`src/design/bqf_pkg.sv`:
```
// Shared types and constants for the biquad IIR filter.
// Used by bqf_ctrl, bqf_mac and biquad_iir_filter_top; no dependencies.
package bqf_pkg;

   localparam int GUARD_BITS = 9;
   localparam int CSR_IDX_W  = 3;

   localparam logic [CSR_IDX_W-1:0] CSR_GAIN    = 3'd0;
   localparam logic [CSR_IDX_W-1:0] CSR_FF_ONE  = 3'd1;
   localparam logic [CSR_IDX_W-1:0] CSR_FF_TWO  = 3'd2;
   localparam logic [CSR_IDX_W-1:0] CSR_FB_ONE  = 3'd3;
   localparam logic [CSR_IDX_W-1:0] CSR_FB_TWO  = 3'd4;

   typedef enum logic [2:0] {
      ST_IDLE,
      ST_FF1,
      ST_FF2,
      ST_SCALE,
      ST_GAIN,
      ST_FB1,
      ST_FB2,
      ST_DONE
   } bqf_state_type;

   typedef enum logic [2:0] {
      SEL_FF1,
      SEL_FF2,
      SEL_GAIN,
      SEL_FB1,
      SEL_FB2
   } bqf_sel_type;

   typedef struct packed {
      logic        idle;
      logic        load;
      logic        acc_load;
      logic        step;
      logic        neg;
      logic        msb;
      logic        commit;
      bqf_sel_type sel;
   } bqf_ctl_type;

endpackage

```
`src/design/bqf_mac.sv`:
```
// Bit-serial multiply-accumulate unit: multiplier bits shift out LSB first,
// multiplicand shifts left, one conditional add per cycle while ctl.step is high. Uses bqf_pkg.
module bqf_mac import bqf_pkg::*; #(
   parameter int ACC_W = 65,
   parameter int OP_W  = 31
) (
   input  logic             clock,
   input  bqf_ctl_type      ctl,
   input  logic [ACC_W-1:0] mcand_load,
   input  logic [OP_W-1:0]  mplr_load,
   input  logic [ACC_W-1:0] acc_init,
   output logic [ACC_W-1:0] acc_out
);

   logic [ACC_W-1:0] acc_ff, acc_in;
   logic [ACC_W-1:0] mcand_ff, mcand_in;
   logic [OP_W-1:0]  mplr_ff, mplr_in;
   logic [ACC_W-1:0] addend;
   logic             sub;

   always_comb begin
      sub    = ctl.neg ^ ctl.msb;
      addend = mplr_ff[0] ? mcand_ff : '0;
      if (ctl.acc_load) begin
         acc_in = acc_init;
      end else if (ctl.step) begin
         acc_in = acc_ff + (sub ? ~addend : addend) + ACC_W'(sub);
      end else begin
         acc_in = acc_ff;
      end
      if (ctl.load) begin
         mcand_in = mcand_load;
         mplr_in  = mplr_load;
      end else if (ctl.step) begin
         mcand_in = {mcand_ff[ACC_W-2:0], 1'b0};
         mplr_in  = {1'b0, mplr_ff[OP_W-1:1]};
      end else begin
         mcand_in = mcand_ff;
         mplr_in  = mplr_ff;
      end
   end

   always_ff @(posedge clock) begin
      acc_ff   <= acc_in;
      mcand_ff <= mcand_in;
      mplr_ff  <= mplr_in;
   end

   assign acc_out = acc_ff;

endmodule

```
`src/design/bqf_ctrl.sv`:
```
// Sequencer for the biquad: steps the serial MAC through the five products,
// the intermediate rounding and the final commit. Uses bqf_pkg.
module bqf_ctrl import bqf_pkg::*; #(
   parameter int SW   = 16,
   parameter int OP_W = 31
) (
   input  logic        clock,
   input  logic        reset,
   input  logic        req_tvalid,
   input  logic        out_free,
   output bqf_ctl_type ctl
);

   localparam int CNT_W = $clog2(OP_W);

   bqf_state_type    state_ff, state_in;
   logic [CNT_W-1:0] cnt_ff, cnt_in;
   logic             last;

   assign last = (state_ff == ST_GAIN) ? (cnt_ff == CNT_W'(OP_W - 1))
                                       : (cnt_ff == CNT_W'(SW - 1));

   always_comb begin
      state_in = state_ff;
      case (state_ff)
         ST_IDLE:  if (req_tvalid) state_in = ST_FF1;
         ST_FF1:   if (last) state_in = ST_FF2;
         ST_FF2:   if (last) state_in = ST_SCALE;
         ST_SCALE: state_in = ST_GAIN;
         ST_GAIN:  if (last) state_in = ST_FB1;
         ST_FB1:   if (last) state_in = ST_FB2;
         ST_FB2:   if (last) state_in = ST_DONE;
         ST_DONE:  if (out_free) state_in = ST_IDLE;
         default:  state_in = ST_IDLE;
      endcase
   end

   always_comb begin
      ctl = '{idle: 1'b0, load: 1'b0, acc_load: 1'b0, step: 1'b0, neg: 1'b0,
              msb: 1'b0, commit: 1'b0, sel: SEL_FF1};
      case (state_ff)
         ST_IDLE: begin
            ctl.idle     = 1'b1;
            ctl.load     = req_tvalid;
            ctl.acc_load = req_tvalid;
            ctl.sel      = SEL_FF1;
         end
         ST_FF1: begin
            ctl.step = 1'b1;
            ctl.msb  = last;
            ctl.load = last;
            ctl.sel  = SEL_FF2;
         end
         ST_FF2: begin
            ctl.step = 1'b1;
            ctl.msb  = last;
         end
         ST_SCALE: begin
            ctl.load     = 1'b1;
            ctl.acc_load = 1'b1;
            ctl.sel      = SEL_GAIN;
         end
         ST_GAIN: begin
            ctl.step = 1'b1;
            ctl.msb  = last;
            ctl.load = last;
            ctl.sel  = SEL_FB1;
         end
         ST_FB1: begin
            ctl.step = 1'b1;
            ctl.neg  = 1'b1;
            ctl.msb  = last;
            ctl.load = last;
            ctl.sel  = SEL_FB2;
         end
         ST_FB2: begin
            ctl.step = 1'b1;
            ctl.neg  = 1'b1;
            ctl.msb  = last;
         end
         ST_DONE: begin
            ctl.commit = out_free;
         end
         default: begin
            ctl.idle = 1'b0;
         end
      endcase
   end

   always_comb begin
      if (ctl.step && !last) begin
         cnt_in = cnt_ff + CNT_W'(1);
      end else begin
         cnt_in = '0;
      end
   end

   always_ff @(posedge clock) begin
      if (reset) begin
         state_ff <= ST_IDLE;
         cnt_ff   <= '0;
      end else begin
         state_ff <= state_in;
         cnt_ff   <= cnt_in;
      end
   end

endmodule

```
`src/design/biquad_iir_filter_top.sv`:
```
// Biquad IIR filter, direct form I, with a bit-serial datapath.
// Depends on bqf_pkg, bqf_ctrl and bqf_mac.
//
//   channel | direction | handshake           | payload
//   req     | in        | req_tvalid/tready   | tdata: sample_in
//   rsp     | out       | rsp_tvalid/tready   | tdata: sample_out, tuser: clipped
//   csr     | in        | csr_we              | csr_index, csr_wdata
//
// Each transaction runs the one-bit-per-cycle MAC through four SAMPLE_WIDTH-bit
// products and one SAMPLE_WIDTH+15-bit product in turn; the next sample is
// accepted only after the previous result has been committed.
// Reset is synchronous; it restores the coefficients and clears the history.
// A result waiting on rsp does not block the next accept; only a second
// finished result waits in the final state until the output register frees.
module biquad_iir_filter_top import bqf_pkg::*; #(
   parameter int SAMPLE_WIDTH = 16,
   parameter int COEF_WIDTH   = 32
) (
   input  logic                                 clock,
   input  logic                                 reset,
   input  logic                                 req_tvalid,
   output logic                                 req_tready,
   input  logic [((SAMPLE_WIDTH+7)/8)*8-1:0]    req_tdata,  // sample_in
   output logic                                 rsp_tvalid,
   input  logic                                 rsp_tready,
   output logic [((SAMPLE_WIDTH+7)/8)*8-1:0]    rsp_tdata,  // sample_out
   output logic                                 rsp_tuser,  // clipped
   input  logic                                 csr_we,
   input  logic [CSR_IDX_W-1:0]                 csr_index,
   input  logic [COEF_WIDTH-1:0]                csr_wdata
);

   localparam int SW    = SAMPLE_WIDTH;
   localparam int CW    = COEF_WIDTH;
   localparam int CF    = CW - 4;
   localparam int S_SH  = CF - GUARD_BITS;
   localparam int OP_W  = SW + 6 + GUARD_BITS;
   localparam int ACC_W = CW + SW + 8 + GUARD_BITS;
   localparam int QW    = ACC_W - CF - GUARD_BITS;
   localparam int DW    = ((SW + 7) / 8) * 8;

   localparam logic [CW-1:0]    GAIN_ONE = CW'(1) << CF;
   localparam logic [ACC_W-1:0] S_HALF   = ACC_W'(1) << (S_SH - 1);
   localparam logic [ACC_W-1:0] F_HALF   = ACC_W'(1) << (CF + GUARD_BITS - 1);
   localparam logic [SW-1:0]    Y_MAX    = {1'b0, {(SW-1){1'b1}}};
   localparam logic [SW-1:0]    Y_MIN    = {1'b1, {(SW-1){1'b0}}};

   bqf_ctl_type      ctl;
   logic [ACC_W-1:0] acc;
   logic [ACC_W-1:0] acc_init, mcand_load;
   logic [OP_W-1:0]  mplr_load;

   logic [CW-1:0] gain_ff, gain_in, b1_ff, b1_in, b2_ff, b2_in;
   logic [CW-1:0] a1_ff, a1_in, a2_ff, a2_in;
   logic [SW-1:0] x0_ff, x0_in, x1_ff, x1_in, x2_ff, x2_in;
   logic [SW-1:0] y1_ff, y1_in, y2_ff, y2_in;
   logic          rsp_valid_ff, rsp_valid_in;
   logic [SW-1:0] rsp_data_ff, rsp_data_in;
   logic          rsp_clip_ff, rsp_clip_in;

   logic [ACC_W-1:0] s_sum, f_sum;
   logic [OP_W-1:0]  s_round;
   logic [QW-1:0]    q;
   logic [SW-1:0]    y_sat;
   logic             y_clip;
   logic             out_free;
   logic [SW-1:0]    req_sample;

   assign req_sample = req_tdata[SW-1:0];
   assign out_free   = !rsp_valid_ff || rsp_tready;

   bqf_ctrl #(
      .SW   (SW),
      .OP_W (OP_W)
   ) u_ctrl (
      .clock      (clock),
      .reset      (reset),
      .req_tvalid (req_tvalid),
      .out_free   (out_free),
      .ctl        (ctl)
   );

   bqf_mac #(
      .ACC_W (ACC_W),
      .OP_W  (OP_W)
   ) u_mac (
      .clock      (clock),
      .ctl        (ctl),
      .mcand_load (mcand_load),
      .mplr_load  (mplr_load),
      .acc_init   (acc_init),
      .acc_out    (acc)
   );

   // intermediate rounding of the feedforward sum, and final rounding and saturation
   always_comb begin
      s_sum   = acc + S_HALF;
      s_round = s_sum[S_SH +: OP_W];
      f_sum   = acc + F_HALF;
      q       = f_sum[ACC_W-1 -: QW];
      if ((&q[QW-1:SW-1]) || !(|q[QW-1:SW-1])) begin
         y_sat  = q[SW-1:0];
         y_clip = 1'b0;
      end else begin
         y_sat  = q[QW-1] ? Y_MIN : Y_MAX;
         y_clip = 1'b1;
      end
   end

   always_comb begin
      acc_init = ctl.idle ? {{(ACC_W-SW-CF){req_sample[SW-1]}}, req_sample, {CF{1'b0}}}
                          : '0;
      case (ctl.sel)
         SEL_FF1: begin
            mcand_load = {{(ACC_W-CW){b1_ff[CW-1]}}, b1_ff};
            mplr_load  = {{(OP_W-SW){x1_ff[SW-1]}}, x1_ff};
         end
         SEL_FF2: begin
            mcand_load = {{(ACC_W-CW){b2_ff[CW-1]}}, b2_ff};
            mplr_load  = {{(OP_W-SW){x2_ff[SW-1]}}, x2_ff};
         end
         SEL_GAIN: begin
            mcand_load = {{(ACC_W-CW){gain_ff[CW-1]}}, gain_ff};
            mplr_load  = s_round;
         end
         SEL_FB1: begin
            mcand_load = {{(ACC_W-CW-GUARD_BITS){a1_ff[CW-1]}}, a1_ff, {GUARD_BITS{1'b0}}};
            mplr_load  = {{(OP_W-SW){y1_ff[SW-1]}}, y1_ff};
         end
         SEL_FB2: begin
            mcand_load = {{(ACC_W-CW-GUARD_BITS){a2_ff[CW-1]}}, a2_ff, {GUARD_BITS{1'b0}}};
            mplr_load  = {{(OP_W-SW){y2_ff[SW-1]}}, y2_ff};
         end
         default: begin
            mcand_load = '0;
            mplr_load  = '0;
         end
      endcase
   end

   always_comb begin
      gain_in = gain_ff;
      b1_in   = b1_ff;
      b2_in   = b2_ff;
      a1_in   = a1_ff;
      a2_in   = a2_ff;
      if (csr_we) begin
         case (csr_index)
            CSR_GAIN:   gain_in = csr_wdata;
            CSR_FF_ONE: b1_in   = csr_wdata;
            CSR_FF_TWO: b2_in   = csr_wdata;
            CSR_FB_ONE: a1_in   = csr_wdata;
            CSR_FB_TWO: a2_in   = csr_wdata;
            default:    gain_in = gain_ff;
         endcase
      end
   end

   always_comb begin
      x0_in        = (ctl.idle && req_tvalid) ? req_sample : x0_ff;
      x1_in        = ctl.commit ? x0_ff : x1_ff;
      x2_in        = ctl.commit ? x1_ff : x2_ff;
      y1_in        = ctl.commit ? y_sat : y1_ff;
      y2_in        = ctl.commit ? y1_ff : y2_ff;
      rsp_data_in  = ctl.commit ? y_sat : rsp_data_ff;
      rsp_clip_in  = ctl.commit ? y_clip : rsp_clip_ff;
      rsp_valid_in = ctl.commit ? 1'b1 : (rsp_valid_ff && !rsp_tready);
   end

   always_ff @(posedge clock) begin
      if (reset) begin
         gain_ff      <= GAIN_ONE;
         b1_ff        <= '0;
         b2_ff        <= '0;
         a1_ff        <= '0;
         a2_ff        <= '0;
         x1_ff        <= '0;
         x2_ff        <= '0;
         y1_ff        <= '0;
         y2_ff        <= '0;
         rsp_valid_ff <= 1'b0;
      end else begin
         gain_ff      <= gain_in;
         b1_ff        <= b1_in;
         b2_ff        <= b2_in;
         a1_ff        <= a1_in;
         a2_ff        <= a2_in;
         x1_ff        <= x1_in;
         x2_ff        <= x2_in;
         y1_ff        <= y1_in;
         y2_ff        <= y2_in;
         rsp_valid_ff <= rsp_valid_in;
      end
   end

   always_ff @(posedge clock) begin
      x0_ff       <= x0_in;
      rsp_data_ff <= rsp_data_in;
      rsp_clip_ff <= rsp_clip_in;
   end

   assign req_tready = ctl.idle;
   assign rsp_tvalid = rsp_valid_ff;
   assign rsp_tdata  = DW'(rsp_data_ff);
   assign rsp_tuser  = rsp_clip_ff;

   a_no_accept_mid_item: assert property (@(posedge clock) disable iff (reset)
      !(req_tready && ctl.step))
      else $error("input accepted while the MAC is stepping");

   a_commit_slot_free: assert property (@(posedge clock) disable iff (reset)
      ctl.commit |-> (!rsp_valid_ff || rsp_tready))
      else $error("result committed over an untaken result");

   a_commit_shows: assert property (@(posedge clock) disable iff (reset)
      ctl.commit |=> (rsp_tvalid && rsp_tuser == $past(y_clip)))
      else $error("committed result not presented");

   a_clip_at_limit: assert property (@(posedge clock) disable iff (reset)
      (rsp_tvalid && rsp_tuser) |-> (rsp_data_ff == Y_MAX || rsp_data_ff == Y_MIN))
      else $error("clipped result not at a limit");

endmodule

```
`config.mk`:
```
export PLATFORM = sky130hd
export DESIGN_NAME = biquad_iir_filter_top
export DESIGN_NICKNAME = d
export VERILOG_FILES = /design/src/design/bqf_pkg.sv /design/src/design/bqf_mac.sv /design/src/design/bqf_ctrl.sv /design/src/design/biquad_iir_filter_top.sv
export SDC_FILE = /design/constraint.sdc
export NUM_CORES = 1
export LEC_CHECK = 0
export BUFFER_PORTS_ARGS = -buffer_cell sky130_fd_sc_hd__buf_2
export CAP_MARGIN = 20
export CORE_ASPECT_RATIO = 0.9
export CORE_UTILIZATION = 30
export DETAILED_ROUTE_END_ITERATION = 8
export HOLD_SLACK_MARGIN = 0.12
export PLACE_DENSITY = 0.4
export SYNTH_ARGS = -nofsm -noshare
export SYNTH_HDL_FRONTEND = slang
export SYNTH_SLANG_ARGS = --single-unit
```
`constraint.sdc`:
```
create_clock -name clock -period 6.6 [get_ports clock]
set_input_delay 1.32 -clock clock [delete_from_list [all_inputs] [get_ports clock]]
set_output_delay 1.32 -clock clock [all_outputs]
set_load 0.05 [all_outputs]
```
# ---- Yosys cells after proc, flatten, opt, wreduce, memory -nomap -nowiden
# Cells that the tools add are included.
dict set report op_classes {
  n_reduce_logical 26
  muxes 32
  eq_ne 24
  add_sub_neg 5
  bitwise 3
}
# operator count
set op_table {}
lappend op_table {{65-bit 2-to-1 mux} 7}
lappend op_table {{65-bit case mux with 5 select lines} 1}
lappend op_table {{31-bit case mux with 5 select lines} 1}
lappend op_table {{65-bit by 1-bit adder with 65-bit output} 1}
lappend op_table {{65-bit by 37-bit adder with 65-bit output, second input constant} 1}
lappend op_table {{65-bit adder} 1}
lappend op_table {{65-bit inverter} 1}
lappend op_table {{31-bit 2-to-1 mux} 2}
lappend op_table {{50-bit by 19-bit adder with 50-bit output, second input constant} 1}
lappend op_table {{16-bit 2-to-1 mux} 2}
lappend op_table {{3-bit case mux with 8 select lines} 1}
lappend op_table {{3-bit 2-to-1 mux} 7}
lappend op_table {{3-bit by 2-bit == test with 1-bit output, second input constant} 6}
lappend op_table {{3-bit == test, second input constant} 6}
lappend op_table {{13-bit AND reduction} 1}
lappend op_table {{13-bit OR reduction} 1}
lappend op_table {{2-bit by 1-bit inequality test with 1-bit output, second input constant} 6}
lappend op_table {{3-bit case mux with 4 select lines} 1}
lappend op_table {{2-bit AND reduction} 5}
lappend op_table {{3-bit by 1-bit == test with 1-bit output, second input constant} 3}
lappend op_table {{3-bit zero test} 3}
lappend op_table {{1-bit 2-to-1 mux} 8}
lappend op_table {{7-bit AND reduction} 1}
lappend op_table {{5-bit by 1-bit adder with 5-bit output, second input constant} 1}
lappend op_table {{14 further kinds} 22}
dict set report word_totals {
  output_inout_bits 19
  register_bits 427
  wordCells 108
  in_bits 56
}

# ---- Logic depth before layout (Yosys ltp)
# Gate-level depths: netlist of run 1.
dict set report depth {
  word_depth 9
  mapped_depth 21
}

# ---- Cells and area by module
# From an unflattened synthesis of run 1, not the netlist that was laid out.
dict set report unflattened {
  cells_unflattened 2722
  area_unflattened_um2 24290.8
}
# mod area_per_inst_um2 n_inst cells_each
set by_module_without_submodules {}
lappend by_module_without_submodules {biquad_iir_filter_top 11895.2 1 1459}
lappend by_module_without_submodules {bqf_mac 11800.1 1 1189}
lappend by_module_without_submodules {bqf_ctrl 595.6 1 74}

# ---- Worst setup path before layout of run 1
# Ideal clock, no wire load.
dict set report synth_path {
  kind {input -> register}
  from {input port req_tvalid}
  to {register u_mac.mcand_ff[0] (enable)}
  arrival_ns 4.247
  setup_time_ns 0.898
  required_time_ns 5.702
  n_path_buf 3
  path_slack_ns 1.455
  path_stages 7
  cell_sequence {a21oi_1 > or2_2 > a22o_1 > clkbuf_1 > clkbuf_1 > buf_1 > nand2_1}
}
dict set report synth_via {
  elab_chain_len 2
}
# item line
set synth_rtl {}
lappend synth_rtl {{start: declaration} biquad_iir_filter_top.sv:21} ;# input logic req_tvalid,
lappend synth_rtl {{1-bit case mux with 3 select lines} bqf_ctrl.sv:41} ;# case (state_ff)
lappend synth_rtl {{2-bit nonzero test (no line)} --}
lappend synth_rtl {{end signal: assignment} bqf_mac.sv:45} ;# mcand_ff <= mcand_in;
lappend synth_rtl {{end: declaration} bqf_mac.sv:16} ;# logic [ACC_W-1:0] mcand_ff, mcand_in;
# No other way between the ends.
# A chain may end at the register's enable or synchronous reset.

# ---- Final worst setup path of run 1
dict set report layout_path {
  from {register u_ctrl.state_ff[0]}
  to {register u_mac.acc_ff[60] (netlist: u_mac.acc_out[60]), data pin}
}
dict set report layout_via {
  elab_chain_len 9
  elab_cells_between_ends 21
}
# item line
set layout_rtl {}
lappend layout_rtl {{start: declaration} bqf_ctrl.sv:16} ;# bqf_state_type state_ff, state_in;
lappend layout_rtl {{start signal: assignment} bqf_ctrl.sv:103} ;# state_ff <= state_in;
lappend layout_rtl {{3-bit by 1-bit == test with 1-bit output (tied with other cells)} bqf_ctrl.sv:41}
lappend layout_rtl {{5-bit OR reduction (no line) (tied with other cells)} --}
lappend layout_rtl {{1-bit 2-to-1 mux} bqf_ctrl.sv:41}
lappend layout_rtl {{1-bit bitwise XOR} bqf_mac.sv:22} ;# sub = ctl.neg ^ ctl.msb;
lappend layout_rtl {{65-bit 2-to-1 mux} bqf_mac.sv:27} ;# acc_in = acc_ff + (sub ? ~addend : addend) + ACC_W'(sub);
lappend layout_rtl {{65-bit adder} bqf_mac.sv:27}
lappend layout_rtl {{65-bit by 1-bit adder with 65-bit output} bqf_mac.sv:27}
lappend layout_rtl {{65-bit 2-to-1 mux} bqf_mac.sv:26} ;# end else if (ctl.step) begin
lappend layout_rtl {{65-bit 2-to-1 mux *} bqf_mac.sv:24} ;# if (ctl.acc_load) begin
lappend layout_rtl {{net u_mac.acc_in[60]} bqf_mac.sv:15} ;# logic [ACC_W-1:0] acc_ff, acc_in;
lappend layout_rtl {{end signal: assignment} bqf_mac.sv:44} ;# acc_ff <= acc_in;
lappend layout_rtl {{end: declaration} bqf_mac.sv:15}
# The timed path passes the listed nets; every way through them passes the cells marked *. The select of a mux whose other input is x is not followed.

==> summary.md, run 1 <==
| Metric | Value |
|---|---|
| Startpoint of the worst setup timing path | `u_ctrl.state_ff[0]` |
| Clk buf depth | `3` |
| Syn Inst Count | `around 2,700` |
| Main synth FF type | `sky130_fd_sc_hd__dfxtp_1` |
| Most used cell along the critical path | `sky130_fd_sc_hd__a21oi_1` |
| Top post-synthesis cells by area | `sky130_fd_sc_hd__edfxtp_1, sky130_fd_sc_hd__dfxtp_1, sky130_fd_sc_hd__nand2_1, sky130_fd_sc_hd__a21oi_1, sky130_fd_sc_hd__xnor2_1` |
| Vias in the first global route | `18,700` |
| Kind of end point of the critical path | `flop` |
| Total Power | `0.0122 W` |
| Relative slew slack | `between 30% and 40%` |
| Final-report hold violation count | `0` |
| Drt first pass iters | `9` |
| Row Count | `95` |
| Sequential share of the synthesized area | `45.9%` |
| Area growth from synthesis to final layout | `12.4%` |
| Leak | `9.15 nW` |
| Max Clk Rate | `around 180 MHz` |
| Final clock skew | `0.0355 ns` |
| Minimum setup slack in the final design | `1.11 ns` |
| Highest ir drop seen on vdd | `0.000211 V` |
| Top library cells by usage in the layout, fill and taps aside | `sky130_fd_sc_hd__nand2_1, sky130_fd_sc_hd__a21oi_1, sky130_fd_sc_hd__dfxtp_1` |
| CTS root buffer | `sky130_fd_sc_hd__clkbuf_16` |
| Final routed wire length divided by cell count | `20.9 um` |
| Slowest library cell on the worst path | `sky130_fd_sc_hd__a21oi_1` |
| Count of flip-flops with a built-in enable after synthesis | `194` |
| Worst Hold Launch | `a1_ff[8]` |
| Cell area after synthesis | `22,900 sq um` |
| Cell count after placement | `3,598` |
| Total of hold buffers inserted after clock tree synthesis | `0` |
| Cell family contributing the most delay on the critical path | `compound AO/OA/AOI/OAI gates` |
| Post-layout nets | `around 2,800` |
| Worst flop-to-flop path startpoint | `u_ctrl.state_ff[0]` |
| H-tree level count | `2` |
| Yosys warning count | `0` |
| Hold Path Class | `reg -> reg` |
| Internal power component | `0.00710 W` |
| Power dissipated by switching net loads | `0.00508 W` |
| Count of antenna-violating nets left after detailed routing | `0` |
| Worst setup timing slack at the placement stage | `1.05 ns` |
| Leading area contributor after synthesis | `sky130_fd_sc_hd__edfxtp_1` |
| Fraction of final layout cells with drive strength greater than 1 | `8.36%` |
| Net Sw Frac | `between 40% and 50%` |
| Post-CTS repair timing setup buffer count | `0` |
| Setup repair after global routing missed its margin | `false` |
| Reported max-cap violation count | `0` |
| Final GP Congestion | `~0.86` |
| DRC Markers | `0` |
| Violation count after the first detailed-routing iteration | `between 1,500 and 2,000` |
| Largest net degree at the start of global routing | `162` |
| Most frequent standard cell in the layout excluding fill and tap cells | `sky130_fd_sc_hd__nand2_1` |
| Clock-pin slew of the registers on the worst-case setup and hold paths | `0.06 ns` |
| Clock tree from TritonCTS | `done` |
| DR vias | `19,400` |
| FFs w/ async S/R, synth | `0%` |
| Total I/O pin count | `75` |
| Buffers plus inverters on the worst setup path | `2` |
| Synthesized net count | `2,789` |
| Critical path, cell by cell | `inv_1 -> ha_1 -> a21oi_1 -> nor3_1 -> xnor2_2 -> buf_12 -> xnor2_1 -> ha_1 -> a221oi_1 -> o211ai_1 -> a21oi_1 -> nand3_1 -> a31oi_1 -> o21ai_1 -> a41oi_1 -> a21oi_1 -> mux2i_1 -> o311ai_0` |
| Number of buffers created by CTS | `50` |
| Reg-to-reg setup timing slack | `around 1.1 ns` |
| Logic gate share of total power | `41.9%` |
| Number of buffer cells added on primary ports | `between 70 and 80` |
| Number of antenna violations at the first check in global routing | `4` |
| Mean number of vias per cell | `about 5.2` |
| Drt total wl | `roughly 77,000 um` |
| Result of the run | `completed` |
| Count of instances resized after the clock tree is built | `0` |
| Overflow left after global routing | `0` |
| Largest incremental delay on the critical path | `0.56 ns` |
| Data required, critical path | `6.87 ns` |
| Power density relative to cell area | `about 470 nW/um^2` |
| Global-route wire length before repair | `roughly 120,000 um` |
| Share of the clock period used by the worst path | `83.1%` |
| Non-filler instance count after layout | `roughly 3,700` |
| Number of setup violations in the final report | `0` |
| X dimension of the die | `293 um` |
| Overall global routing resource usage | `19.6%` |
| HPWL after DPL | `52,300 um` |
| Worst Path Arrival | `about 5.8 ns` |
| Avg Synthesized Cell Area | `between 8 and 9 sq um` |
| Largest fanout on the critical path | `63` |
| Number of sinks driven by the clock tree | `~430` |
| CP Launch Type | `flop` |
| Placeable core region | `between 70,000 and 80,000 sq um` |
| Setup tns final | `0 ns` |
| Vert. Die Dim | `264 um` |
| Clock insertion delay at the later pin of the skew report | `~0.61 ns` |
| Proportion of netlist area held by the largest area contributor | `25.5%` |
| Area of the die | `about 77,000 sq um` |
| Pin slew with the least headroom to its limit | `roughly 1 ns` |
| Initial cell density of the core | `between 30 and 40%` |
| Minimum period implied by the final worst setup slack | `roughly 5.5 ns` |
| Sequential share of power | `35.7%` |
| Number of max-slew violations in the final report | `0` |
| Register bit count reported by yosys | `427` |
| Startpoint-to-endpoint class of the critical path | `reg -> reg` |
| Clock group share of total power | `22.4%` |
| Number of distinct library cell variants in the gate-level netlist after synthesis | `80` |
==> stage by stage <==
stage          cell area, sq um  util, %  hold WS [ns]
2_1_floorplan             22900        -         0.433
3_3_place_gp              24100     32.1         0.441
3_5_place_dp              24100     32.1         0.446
4_1_cts                   25700     34.3         0.454
5_1_grt                   25700     34.3         0.466
6_report                  25700     34.3         0.453
==> sequential cells by signal, summed over array words and instances, names as in the netlist <==
name / flops
u_mac.acc_out: 65
u_mac.mcand_ff: 65
a1_ff: 32
a2_ff: 32
b1_ff: 32
b2_ff: 32
gain_ff: 32
u_mac.mplr_ff: 31
rsp_tdata: 16
x0_ff: 16
x1_ff: 16
x2_ff: 16
y1_ff: 16
y2_ff: 16
u_ctrl.cnt_ff: 5
u_ctrl.state_ff: 3
rsp_tuser: 1
rsp_tvalid: 1
==> worst paths after layout <==
kind                             to  cells after the start
hold / removal             a1_ff[8]                      2
setup / recovery  u_mac.acc_out[60]                     18
setup reg to reg  u_mac.acc_out[60]                     18
hold reg to reg            a1_ff[8]                      2
==> tightest hold or removal path: cells and delay by family, from the launching register on <==
kind / cells / cell delay (ns)
AO/OA/AOI/OAI: 1 / 0.05
flip-flops: 1 / 0.31
AND/OR/NAND/NOR: 1 / 0.05
==> metal layers <==
| layer | vias to the layer above | GRT usage, % | wire length [um] |
|---|---|---|---|
| met5 | - | 0 | 0 |
| met4 | 0 | 4.09 | 1320 |
| met3 | 86 | 2.11 | 3380 |
| met2 | 461 | 30.2 | 33400 |
| met1 | 9396 | 29.4 | 38900 |
| li1 | 9416 | - | - |
==> cells by family (layout without fill, tap and decap cells) <==
family                     after synthesis  after routing  synth area share [%]
buffers and inverters                  231            238                  4.03
and+or+nand+nor                        971            971                  18.3
xor gates and xnor gates               169            169                  6.48
other                                    0              1                     0
DFF                                    427            427                  45.9
muxes                                    7              7                 0.318
AOI/OAI and AO/OA                      786            786                  21.0
adders and majority gates               71             71                  3.92
==> Yosys cell counts (4+ instances only) <==
master                     instances
sky130_fd_sc_hd__nand2_1         654
sky130_fd_sc_hd__a21oi_1         374
sky130_fd_sc_hd__dfxtp_1         233
sky130_fd_sc_hd__edfxtp_1        194
sky130_fd_sc_hd__clkbuf_1        159
sky130_fd_sc_hd__xnor2_1         134
sky130_fd_sc_hd__o21ai_0         124
sky130_fd_sc_hd__nor2_1          102
sky130_fd_sc_hd__a21o_1           77
sky130_fd_sc_hd__ha_1             70
sky130_fd_sc_hd__nand3_1          56
sky130_fd_sc_hd__a222oi_1         47
sky130_fd_sc_hd__inv_1            42
sky130_fd_sc_hd__nand4_1          38
sky130_fd_sc_hd__xor2_1           35
sky130_fd_sc_hd__nor3_1           28
sky130_fd_sc_hd__a22oi_1          27
sky130_fd_sc_hd__o21bai_1         21
sky130_fd_sc_hd__and3_1           18
sky130_fd_sc_hd__a221oi_1         15
sky130_fd_sc_hd__a22o_1           15
sky130_fd_sc_hd__a31oi_1          13
sky130_fd_sc_hd__buf_1            13
sky130_fd_sc_hd__buf_2            11
sky130_fd_sc_hd__nor2b_1          10
sky130_fd_sc_hd__o21a_1           10
sky130_fd_sc_hd__o31ai_1          10
sky130_fd_sc_hd__and2_1            9
sky130_fd_sc_hd__nand2b_1          8
sky130_fd_sc_hd__o21ai_1           8
sky130_fd_sc_hd__o211ai_1          6
sky130_fd_sc_hd__o22ai_1           6
sky130_fd_sc_hd__mux2i_1           5
sky130_fd_sc_hd__nand3b_1          5
sky130_fd_sc_hd__or2_2             5
sky130_fd_sc_hd__or3_1             5
sky130_fd_sc_hd__a211o_1           4
sky130_fd_sc_hd__and4_1            4
sky130_fd_sc_hd__buf_6             4
sky130_fd_sc_hd__nor4_1            4
==> power by group through the flow <==
stage,sequential [W],combinational [W],clock [W]
after floorplan,0.00412,0.00377,0
after global placement,0.00438,0.00510,0
after detailed placement,0.00440,0.00509,0
after CTS,0.00435,0.00511,0.00281
after global routing,0.00442,0.00568,0.00290
final,0.00435,0.00511,0.00273
==> final cells by class <==
cell class | instances | area [sq um]
clock buffers | 73 | 1450
well taps | 1018 | 1270
inverters | 43 | 161
fillers | 7824 | 49300
repair buffers | 106 | 642
clock inverters | 16 | 133
diodes | 1 | 2.50
multi-input cells | 2004 | 11500
flip-flops and latches | 427 | 10500
Note: power is estimated with default switching activity, not from simulation.
==> inputs of run 2 (changes only) <==
- ABC_AREA: default -> 1
- clock period: 6.6 -> 5.51 ns (I/O delays scaled with it)
==> run 2 against run 1 <==
Synthesized cell count increased by 17%. Synthesized area increased by 3.2%. Flip-flop and latch count unchanged. Combinational power increased by 110%. Final area increased by 4.7%. Routed wire length increased by 14%. Non-clock buffer count increased by 9. Critical path type unchanged.
==> summary.md, run 2 <==
| Metric | Value |
|---|---|
| Violation count after the first detailed-routing iteration | `1,607 (was 1,717)` |
| End-of-flow core utilization | `34.6% (was 34.3%)` |
| Count of antenna-violating nets left after detailed routing | `0 (unchanged)` |
| Largest fanout on the critical path | `16 (was 63)` |
| Drt total wl | `87,900 um (was 77,000 um)` |
| Highest ir drop seen on vdd | `0.000531 V (was 0.000211 V)` |
| Sequential share of the synthesized area | `44.5% (was 45.9%)` |
| Data required, critical path | `5.88 ns (was 6.87 ns)` |
| Register bit count reported by yosys | `427 (unchanged)` |
| Total I/O pin count | `75 (unchanged)` |
| Minimum period implied by the final worst setup slack | `4.81 ns (was 5.49 ns)` |
| Syn Inst Count | `3,108 (was 2,662)` |
| Power density relative to cell area | `734 nW/um^2 (was 474 nW/um^2)` |
| Most frequently used cell type in the post-synthesis netlist | `sky130_fd_sc_hd__nor2_1 (was sky130_fd_sc_hd__nand2_1)` |
| Pin slew with the least headroom to its limit | `1.03 ns (was 1.01 ns)` |
| Leak | `10.5 nW (was 9.15 nW)` |
| Top post-synthesis cells by area | `sky130_fd_sc_hd__edfxtp_1, sky130_fd_sc_hd__dfxtp_1, sky130_fd_sc_hd__nor2_1, sky130_fd_sc_hd__nand2_1, sky130_fd_sc_hd__o21ai_0 (was sky130_fd_sc_hd__edfxtp_1, sky130_fd_sc_hd__dfxtp_1, sky130_fd_sc_hd__nand2_1, sky130_fd_sc_hd__a21oi_1, sky130_fd_sc_hd__xnor2_1)` |
| Reported max-cap violation count | `0 (unchanged)` |
| Proportion of netlist area held by the largest area contributor | `24.7% (was 25.5%)` |
| Avg Synthesized Cell Area | `7.59 sq um (was 8.58 sq um)` |
| Kind of end point of the critical path | `flop (unchanged)` |
| Final clock skew | `0.0275 ns (was 0.0355 ns)` |
| Final-report hold violation count | `0 (unchanged)` |
| CP Launch Type | `flop (unchanged)` |
| Overall global routing resource usage | `21.7% (was 19.6%)` |
| Count of flip-flops with a built-in enable after synthesis | `194 (unchanged)` |
| Clock-pin slew of the registers on the worst-case setup and hold paths | `0.06 ns (about the same)` |
| Setup tns final | `0 ns (unchanged)` |
| Number of max-slew violations in the final report | `0 (unchanged)` |
| Total Power | `0.0197 W (was 0.0122 W)` |
| Post-layout nets | `3,262 (was 2,759)` |
| Max Clk Rate | `208 MHz (was 182 MHz)` |
| Largest net degree at the start of global routing | `77 (was 162)` |
| Placeable core region | `77,800 sq um (was 75,000 sq um)` |
| Largest incremental delay on the critical path | `0.44 ns (was 0.56 ns)` |
| HPWL after DPL | `62,700 um (was 52,300 um)` |
| FFs w/ async S/R, synth | `0% (unchanged)` |
| Post-CTS repair timing setup buffer count | `0 (unchanged)` |
| Worst setup timing slack at the placement stage | `0.683 ns (was 1.05 ns)` |
| Top library cells by usage in the layout, fill and taps aside | `sky130_fd_sc_hd__nor2_1, sky130_fd_sc_hd__nand2_1, sky130_fd_sc_hd__o21ai_0 (was sky130_fd_sc_hd__nand2_1, sky130_fd_sc_hd__a21oi_1, sky130_fd_sc_hd__dfxtp_1)` |
| DRC Markers | `0 (unchanged)` |
| Reg-to-reg setup timing slack | `0.70 ns (was 1.11 ns)` |
| Setup repair after global routing missed its margin | `false (unchanged)` |
| Drt first pass iters | `7 (was 9)` |
| Row Count | `97 (was 95)` |
| H-tree level count | `2 (unchanged)` |
| Initial cell density of the core | `30.3% (was 30.5%)` |
| Number of distinct library cell variants in the gate-level netlist after synthesis | `56 (was 80)` |
| Number of inserted filler cells in the final layout | `8,341 (was 7,824)` |
| Leading area contributor after synthesis | `sky130_fd_sc_hd__edfxtp_1 (unchanged)` |
| Most frequent standard cell in the layout excluding fill and tap cells | `sky130_fd_sc_hd__nor2_1 (was sky130_fd_sc_hd__nand2_1)` |
| Worst hold path cell count | `2 (unchanged)` |
| Worst Path Arrival | `5.18 ns (was 5.75 ns)` |
| DR vias | `21,400 (was 19,400)` |
| Number of buffers created by CTS | `51 (was 50)` |
| X dimension of the die | `298 um (was 293 um)` |
| Most frequent cells after synthesis | `sky130_fd_sc_hd__nor2_1, sky130_fd_sc_hd__nand2_1, sky130_fd_sc_hd__o21ai_0 (was sky130_fd_sc_hd__nand2_1, sky130_fd_sc_hd__a21oi_1, sky130_fd_sc_hd__dfxtp_1)` |
| Startpoint-to-endpoint class of the critical path | `reg -> reg (unchanged)` |
| Mean number of vias per cell | `5.06 (was 5.25)` |
| Critical path, cell by cell | `inv_1 -> ha_1 -> nand2_1 -> nand3_1 -> nand2_1 -> nand4_1 -> nand2_4 -> buf_4 -> xnor2_1 -> ha_1 -> a21oi_1 -> o21ai_0 -> a21oi_1 -> nand3_1 -> nand2_1 -> nand2_1 -> a21oi_1 -> o21ai_0 -> o21ai_0 -> nand2_1 (was inv_1 -> ha_1 -> a21oi_1 -> nor3_1 -> xnor2_2 -> buf_12 -> xnor2_1 -> ha_1 -> a221oi_1 -> o211ai_1 -> a21oi_1 -> nand3_1 -> a31oi_1 -> o21ai_1 -> a41oi_1 -> a21oi_1 -> mux2i_1 -> o311ai_0)` |
| Overflow left after global routing | `0 (unchanged)` |
| Minimum setup slack in the final design | `0.701 ns (was 1.11 ns)` |
| Total of hold buffers inserted after clock tree synthesis | `0 (unchanged)` |
| Clock tree from TritonCTS | `done (unchanged)` |
| Most used cell along the critical path | `sky130_fd_sc_hd__nand2_1 (was sky130_fd_sc_hd__a21oi_1)` |
| Vert. Die Dim | `268 um (was 264 um)` |
| Clk buf depth | `3 (unchanged)` |
| Final routed wire length divided by cell count | `20.8 um (was 20.9 um)` |
| Global-route wire length before repair | `132,000 um (was 118,000 um)` |
| Final GP Congestion | `0.898 (was 0.858)` |
| Vias in the first global route | `20,800 (was 18,700)` |
| Slowest library cell on the worst path | `sky130_fd_sc_hd__dfxtp_1 (was sky130_fd_sc_hd__a21oi_1)` |
| Cell area after synthesis | `23,600 sq um (was 22,900 sq um)` |
| Clock insertion delay at the later pin of the skew report | `0.62 ns (was 0.61 ns)` |
| CTS root buffer | `sky130_fd_sc_hd__clkbuf_16 (unchanged)` |
| Worst Reg-to-Reg Cells | `20 (was 18)` |
| Relative slew slack | `31.3% (was 32.2%)` |
| Share of the clock period used by the worst path | `87.3% (was 83.1%)` |
| Area of the die | `79,800 sq um (was 77,300 sq um)` |
| Count of instances resized after the clock tree is built | `0 (unchanged)` |
| Hold Path Class | `reg -> reg (unchanged)` |
| Synthesized net count | `3,235 (was 2,789)` |
| Area growth from synthesis to final layout | `14.0% (was 12.4%)` |
| Number of setup violations in the final report | `0 (unchanged)` |
| Yosys warning count | `0 (unchanged)` |
| Number of antenna violations at the first check in global routing | `6 (was 4)` |
| Number of sinks driven by the clock tree | `427 (unchanged)` |
| Result of the run | `completed (unchanged)` |
| Final-layout worst hold slack | `0.446 ns (was 0.453 ns)` |
| Number of buffer cells added on primary ports | `74 (unchanged)` |
| Fraction of final layout cells with drive strength greater than 1 | `8.18% (was 8.36%)` |
| Main synth FF type | `sky130_fd_sc_hd__dfxtp_1 (unchanged)` |
==> run 2: area by class of cell <==
type,count,area (sq um),area share [%]
clock buffer,77,1590,5.91
clock inverter,19,174,0.647
sequential,427,10500,39.0
inverter,255,961,3.57
multi-input combinational,2285,11700,43.4
tap,1039,1300,4.83
antenna,2,5.00,0.0186
timing repair buffer,115,711,2.64
==> run 2: logic make-up (layout without fill, tap and decap cells) <==
logic type,after synthesis,count (layout),synth area share (%)
AND/OR/NAND/NOR,1351,1351,23.4
AO/OA/AOI/OAI,762,762,18.1
adder cells (fa/ha/maj),71,71,3.80
flip-flops,427,427,44.5
buffers and inverters,396,466,6.53
XOR/XNOR,101,101,3.78
other,0,2,0
==> run 2: final timing paths <==
kind,from,to
max,u_ctrl.state_ff[0],u_mac.acc_out[42]
max reg2reg,u_ctrl.state_ff[0],u_mac.acc_out[42]
min,a1_ff[22],a1_ff[22]
min reg2reg,a1_ff[22],a1_ff[22]
==> run 2: routing by layer <==
metal  up-vias  part of all wire (%)  GRT usage, %
met1     10300                    49          31.1
met5         -                 0.014             0
met2       488                    44          34.4
met3       107                   4.8          3.12
met4         2                   1.8          4.53
li1      10500                     -             -
==> run 2: critical path: cells and delay by family (launching register included) <==
kind,cells,cell delay [ns]
buffers and inverters,2,0.39
and+or+nand+nor,9,1.56
DFF,1,0.44
adders and majority gates,2,0.55
AOI/OAI and AO/OA,6,1.48
xor gates and xnor gates,1,0.15
==> run 2: power by group <==
group	internal (W)	switching, W	total [W]
clock	0.00205	0.00147	0.00352
sequential	0.00500	0.000711	0.00571
combinational	0.00307	0.00745	0.0105
==> run 2: stage by stage <==
stage,cell area [sq um],std cells
after CTS,26900,4217
after floorplan,23600,3108
final,26900,4219
after global routing,26900,4218
after detailed placement,25100,4121
after global placement,25100,4120
